===== config.mk =====
export PLATFORM = sky130hd
export DESIGN_NAME = kmc_ctrl
export DESIGN_NICKNAME = d
export VERILOG_FILES = /design/src/rtl/core/kmc_pkg.sv /design/src/rtl/core/kmc_ctrl.sv
export SDC_FILE = /design/constraint.sdc
export NUM_CORES = 1
export LEC_CHECK = 0
export ABC_AREA = 1
export BUFFER_PORTS_ARGS = -buffer_cell sky130_fd_sc_hd__buf_2
export CAP_MARGIN = 20
export CORE_UTILIZATION = 25
export CTS_BUF_LIST = sky130_fd_sc_hd__clkbuf_16
export DETAILED_ROUTE_END_ITERATION = 12
export GPL_TIMING_DRIVEN = 0
export SYNTH_ARGS = -nofsm -noshare
export SYNTH_HDL_FRONTEND = slang
export SYNTH_SLANG_ARGS = --single-unit

===== constraint.sdc =====
create_clock -name clk -period 1.72 [get_ports clk]
set_clock_uncertainty 0.05 [all_clocks]
set_input_delay 0.516 -clock clk [delete_from_list [all_inputs] [get_ports clk]]
set_output_delay 0.516 -clock clk [all_outputs]
set_load 0.02 [all_outputs]

===== src/rtl/core/kmc_pkg.sv =====
// Shared types and constants of the k-means clustering block
package kmc_pkg;
	localparam int MAX_POINTS_DEF   = 1024;
	localparam int MAX_CLUSTERS_DEF = 16;
	localparam int COORD_BITS_DEF   = 16;

	localparam logic [1:0] MODE_LOAD = 2'd0;
	localparam logic [1:0] MODE_SEED = 2'd1;
	localparam logic [1:0] MODE_RUN  = 2'd2;

	localparam logic REG_CLUSTER_COUNT   = 1'b0;
	localparam logic REG_ITERATION_COUNT = 1'b1;

	localparam logic [4:0]  CLUSTER_COUNT_RST   = 5'd2;
	localparam logic [15:0] ITERATION_COUNT_RST = 16'd300;

	typedef enum logic [3:0] {
		ST_IDLE, ST_SEED_RD, ST_SEED_WR, ST_PASS, ST_PT_RD, ST_PT_LAT, ST_SQ,
		ST_CMP, ST_ACC, ST_UPD, ST_DIV, ST_WR, ST_ITER, ST_EMIT
	} state_t;

	typedef enum logic [3:0] {
		OP_NONE, OP_LOAD, OP_SEED_LAT, OP_SEED_RD, OP_SEED_WR, OP_RUN_INIT,
		OP_PASS_INIT, OP_PT_RD, OP_PT_LAT, OP_SQ, OP_CMP, OP_ACC, OP_UPD,
		OP_WR, OP_ITER, OP_EMIT
	} op_t;

	typedef struct packed {
		logic seed_ok;
		logic iter_zero;
		logic iter_stop;
		logic points_zero;
		logic last_point;
		logic last_cluster;
		logic cluster_empty;
		logic div_done;
	} status_t;
endpackage


===== src/rtl/core/kmc_ctrl.sv =====
// Sequencer for load, seed and the assign/update passes of a run
module kmc_ctrl (
	input  logic              clk,
	input  logic              arst_n,
	input  logic              start,
	input  logic [1:0]        mode,
	input  kmc_pkg::status_t  sts,
	output kmc_pkg::op_t      op,
	output logic              busy
);
	import kmc_pkg::*;

	state_t state_q, state_nxt;

	always_ff @(posedge clk or negedge arst_n) begin
		if (!arst_n) begin
			state_q <= ST_IDLE;
		end else begin
			state_q <= state_nxt;
		end
	end

	always_comb begin
		state_nxt = state_q;
		case (state_q)
			ST_IDLE: begin
				if (start) begin
					case (mode)
						MODE_SEED: state_nxt = sts.seed_ok ? ST_SEED_RD : ST_IDLE;
						MODE_RUN:  state_nxt = sts.iter_zero ? ST_EMIT : ST_PASS;
						default:   state_nxt = ST_IDLE;
					endcase
				end
			end
			ST_SEED_RD: state_nxt = ST_SEED_WR;
			ST_SEED_WR: state_nxt = ST_IDLE;
			ST_PASS:    state_nxt = sts.points_zero ? ST_UPD : ST_PT_RD;
			ST_PT_RD:   state_nxt = ST_PT_LAT;
			ST_PT_LAT:  state_nxt = ST_SQ;
			ST_SQ:      state_nxt = ST_CMP;
			ST_CMP:     state_nxt = sts.last_cluster ? ST_ACC : ST_SQ;
			ST_ACC:     state_nxt = sts.last_point ? ST_UPD : ST_PT_RD;
			ST_UPD: begin
				if (!sts.cluster_empty) begin
					state_nxt = ST_DIV;
				end else if (sts.last_cluster) begin
					state_nxt = ST_ITER;
				end
			end
			ST_DIV:     state_nxt = sts.div_done ? ST_WR : ST_DIV;
			ST_WR:      state_nxt = sts.last_cluster ? ST_ITER : ST_UPD;
			ST_ITER:    state_nxt = sts.iter_stop ? ST_EMIT : ST_PASS;
			ST_EMIT:    state_nxt = sts.last_cluster ? ST_IDLE : ST_EMIT;
			default:    state_nxt = ST_IDLE;
		endcase
	end

	always_comb begin
		op   = OP_NONE;
		busy = state_q != ST_IDLE;
		case (state_q)
			ST_IDLE: begin
				if (start) begin
					case (mode)
						MODE_LOAD: op = OP_LOAD;
						MODE_SEED: op = OP_SEED_LAT;
						MODE_RUN:  op = OP_RUN_INIT;
						default:   op = OP_NONE;
					endcase
				end
			end
			ST_SEED_RD: op = OP_SEED_RD;
			ST_SEED_WR: op = OP_SEED_WR;
			ST_PASS:    op = OP_PASS_INIT;
			ST_PT_RD:   op = OP_PT_RD;
			ST_PT_LAT:  op = OP_PT_LAT;
			ST_SQ:      op = OP_SQ;
			ST_CMP:     op = OP_CMP;
			ST_ACC:     op = OP_ACC;
			ST_UPD:     op = OP_UPD;
			ST_WR:      op = OP_WR;
			ST_ITER:    op = OP_ITER;
			ST_EMIT:    op = OP_EMIT;
			default:    op = OP_NONE;
		endcase
	end
endmodule


# Word level (Yosys, flattened, before mapping)
# Index checks and enable logic that the tools add are counted.
[word_totals] output_inout_bits=5 regBits=4 elab_cells=39 input_bits=13
[op_classes] n_eq_ne=17 n_reduce_logical=4 muxes=17
[op_table] op="4-bit case mux with 13 select lines" count=2
[op_table] op="4-bit two-way mux" count=9
[op_table] op="4-bit equality test, second input constant" count=6
[op_table] op="4-bit by 3-bit equality test with 1-bit output, second input constant" count=4
[op_table] op="3-bit case mux with 3 select lines" count=1
[op_table] op="4-bit by 2-bit equality test with 1-bit output, second input constant" count=2
[op_table] op="4-bit case mux with 2 select lines" count=1
[op_table] op="3-bit two-way mux" count=2
[op_table] op="4-bit by 1-bit equality test with 1-bit output, second input constant" count=1
[op_table] op="4-bit logical NOT" count=1
[op_table] op="4-bit nonzero test" count=1
[op_table] op="3-bit inequality test, second input constant" count=1
[op_table] op="2-bit by 1-bit equality test with 1-bit output, second input constant" count=1
[op_table] op="2-bit equality test, second input constant" count=1
[op_table] op="2-bit logical NOT" count=1
[op_table] op="1-bit two-way mux" count=2
[op_table] op="2-bit inequality test, second input constant" count=1
[op_table] op="2-bit AND reduction" count=1

# Longest topological paths before layout
[logic_depth] depth_word=4 mapped_depth=9 ltp_nobuf=9

# Worst setup path after synthesis
# No wires, ideal clock.
[synth_timing] path_type="input -> output" startpoint="in mode[0]" endpoint="out op[2]" n_path_buf=0 cell_stages=4 t_required_ps=1154 arrival_ps=1689 slack_ps=-535 path_cell_list="inv_1 > ha_1 > a21oi_1 > o311ai_0"
[synth_via] elab_chain_cells=4 word_cells_on_any_way=6 cone_classes="eq/ne (2); mux (3); reduce/logical (1)"
[synth_lines] element="from (decl)" line_no="kmc_ctrl.sv:6" text="input logic [1:0] mode,"
[synth_lines] element="2-bit equality test, or another cell as far along" line_no="kmc_ctrl.sv:64" text="case (mode)"
[synth_lines] element="3-bit case mux with 3 select lines *" line_no="kmc_ctrl.sv:64"
[synth_lines] element="3-bit two-way mux *" line_no="kmc_ctrl.sv:63" text="if (start) begin"
[synth_lines] element="4-bit case mux with 13 select lines *" line_no="kmc_ctrl.sv:61" text="case (state_q)"
[synth_lines] element="to (decl)" line_no="kmc_ctrl.sv:8" text="output kmc_pkg::op_t op,"
# Mark *: on every way between the ends. The rest lies on a longest branch, timed or not.

# Worst setup path in the final report
[layout_timing] startpoint="reg state_q[0]" endpoint="out op[1]"
[layout_via] elab_chain_cells=2 word_cells_on_any_way=14 cone_classes="eq/ne (12); mux (1); reduce/logical (1)"
[layout_lines] element="from (decl)" line_no="kmc_ctrl.sv:13" text="state_t state_q, state_nxt;"
[layout_lines] element="from (signal assigned)" line_no="kmc_ctrl.sv:19" text="state_q <= state_nxt;"
[layout_lines] element="4-bit equality test, or another cell as far along" line_no="kmc_ctrl.sv:61"
[layout_lines] element="4-bit case mux with 13 select lines *" line_no="kmc_ctrl.sv:61"
# Marks and branches as above.

==> impl_metrics.ini <==
[setup_path]
r2r-start = state_q[1]
cp_max_fo = 8
critPathRequiredTime_ns = 1.15
end_kind = output pin
endpoint = op[1]
cp-start-kind = flop
critical_path_class = flop to output pin
worst-r2r-cell-count = 9
path_cells = buf_6, nand2_4, inv_4, a22oi_2, nand4_1, buf_4
startpoint = state_q[0]
slowest_stage = dfrtp_1
cp_slowest_stage_delay_ns = 0.37
r2r-end = state_q[0]
arrival_ns = 1.42
r2r_slack_ns = 0.23

[global_routing]
grt_first_pass_wirelength_mm = 3.31
track_usage_pct = 16.2
grt_max_degree = 9
overflow = 0
grt_pass1_vias = 771
antenna_found_initial = 0

[yosys]
syn_inst = 109
seq_area_frac_synth_pct = 15.8
synth_cell_types = 22
yosys.area.top_type = dfrtp_1
synth_top_area_share_pct = 15.8
yosys.cell_count.top_type = nand2_1
synth_nets = 126
syn_area_per_cell_um2 = 5.82
synth-edff-count = 0
netlist_area_um2 = 634
async_flop_share_pct = 100
synth_warnings = 0
synth_flop_cell = dfrtp_1
synth-seq-cells = 4
synthTopCellsByCount = 26 x nand2_1, 18 x nor2_1, 15 x inv_1
synth_area_leaders = dfrtp_1 16%, nand2_1 15%, nand3_1 11%, nor2_1 11%, inv_1 8.9%

[placed_design]
gp_congestion = 0.872
portBuffers = 17
dp_hpwl_mm = 1.43
dp_slack_ns = -0.232
dp_cells = 154

[cells_and_area]
nNetsFinal = 159
antenna_cells = 0
instances_no_fill = 168
area_growth_pct = 62.3
top_register = state_q
layout-drive-gt1-share_pct = 40.0
largest_register_ffs = 4
reg_top3 = state_q (4)

[sta]
final.min_clock_period_ns = 1.98
fmax_mhz = 504
setup_viol = 5
slew_violations = 0
worstMarginPinSlew_ns = 0.231
period_share_pct = 115
rsz0062_at_grt = yes
final-hold-violation-count = 0
slew_headroom_pct = 84.6
finalWorstSetupSlack_ns = -0.262

[routing]
wirelength_mm = 2.01
firstDrtPassIters = 4
first_iter_violations = 27
ant_nets = 0
route.detailed.drc = 0
wl_per_cell_um = 12.0
via_per_inst = 4.78
vias = 803

[status]
run_status = finished with violations
violations = negative setup slack

[power]
finalPower_mw = 1.91
p_leak_nw = 0.542
power.density_nw_per_um2 = 1850
irDropWorstVdd_mv = 1.05

[die]
die_y_um = 52.4
core_area_um2 = 2300
die_x_um = 52.4
rows = 17
pin_count = 18
die-area_um2 = 2740
start_util_pct = 27.6

[clock_tree]
htreeDepth = 1
cts-buffers-inserted = 3
cts_root_buffer = clkbuf_16
clock_latency_ns = 0.22
path_clk_slew_ns = 0.03
cts_tree = yes
cts_sinks = 4
cts_buffer_depth = 2

[min_path]
hold_class = input port to asynchronous set/reset pin

[job]
maxCapViolations = 0
[kinds of logic after synthesis]
| kind of cell | count (synthesis) | share of synthesized area (%) |
|---|---|---|
| adder cells (fa/ha/maj) | 4 | 7.89 |
| AND/OR/NAND/NOR | 69 | 50.7 |
| AO/OA/AOI/OAI | 13 | 12.6 |
| buffers and inverters | 19 | 13.0 |
| flip-flops | 4 | 15.8 |
[per-stage QoR]
stage               utilization, %  hold WS (ns)  area (um2)  setup TNS (ns)
detailed placement            35.0         0.273         803          -0.579
floorplan                        -         0.170         683        -0.00155
global route                  44.8        0.0444        1030           -1.35
finish                        44.8        0.0412        1030           -1.03
CTS                           43.8        0.0436        1010          -0.949
global placement              35.0         0.270         803          -0.517
[power by group]
| part | internal (mW) | switching (mW) | leakage (nW) |
|---|---|---|---|
| registers | 0.133 | 0.0363 | 0.0515 |
| logic | 0.607 | 0.773 | 0.454 |
| clock network | 0.297 | 0.0600 | 0.0370 |
[metal layers]
| metal | up-vias | wire, um | GRT usage (%) |
|---|---|---|---|
| met5 | - | 0 | 0 |
| met4 | 0 | 12 | 3.51 |
| met3 | 2 | 127 | 2.32 |
| met2 | 33 | 1010 | 29.5 |
| met1 | 355 | 856 | 19.9 |
| li1 | 413 | - | - |
[worst min path at each step]
stage | start | endpoint | slack, ns | depth (start not counted)
after floorplan | arst_n | state_q[0] | 0.17 | 0
after global placement | arst_n | state_q[1] | 0.27 | 1
after detailed placement | arst_n | state_q[2] | 0.27 | 1
after CTS | arst_n | state_q[1] | 0.04 | 1
after global routing | arst_n | state_q[1] | 0.04 | 1
final | arst_n | state_q[1] | 0.04 | 1
[timing repair]
action                                  in CTS  in global routing
setup buffers                               10                  1
gates resized for setup                     22                  4
endpoints found under the setup margin       5                  5
pin swaps                                    9                  3
hold buffers                                 0                  0
[cell type report]
class,count,area [um2]
multi-input combinational,86,529
timing repair buffer,28,200
fill,245,1270
buffer,2,22.5
inverter,17,66.3
sequential,4,101
tap,28,35.0
clock buffer,3,75.1
[layout by cell type, fill, tap and decap left out, drive strengths merged]
cell / count
nand2: 27
o211ai: 2
nor3: 2
buf: 30
clkbuf: 3
dfrtp: 4
nand4: 1
inv: 17
o311ai: 1
nor2: 22
a22oi: 1
ha: 4
nand3: 15
a21oi: 3
o21ai: 6
nand3b: 2
[critical path: cells and delay by family, from the launching register on]
family / cells / cell delay (ns)
flops: 1 / 0.37
buf+inv: 3 / 0.36
simple gates: 2 / 0.22
compound gates: 1 / 0.25
Note: power is estimated with default switching activity, not from simulation.
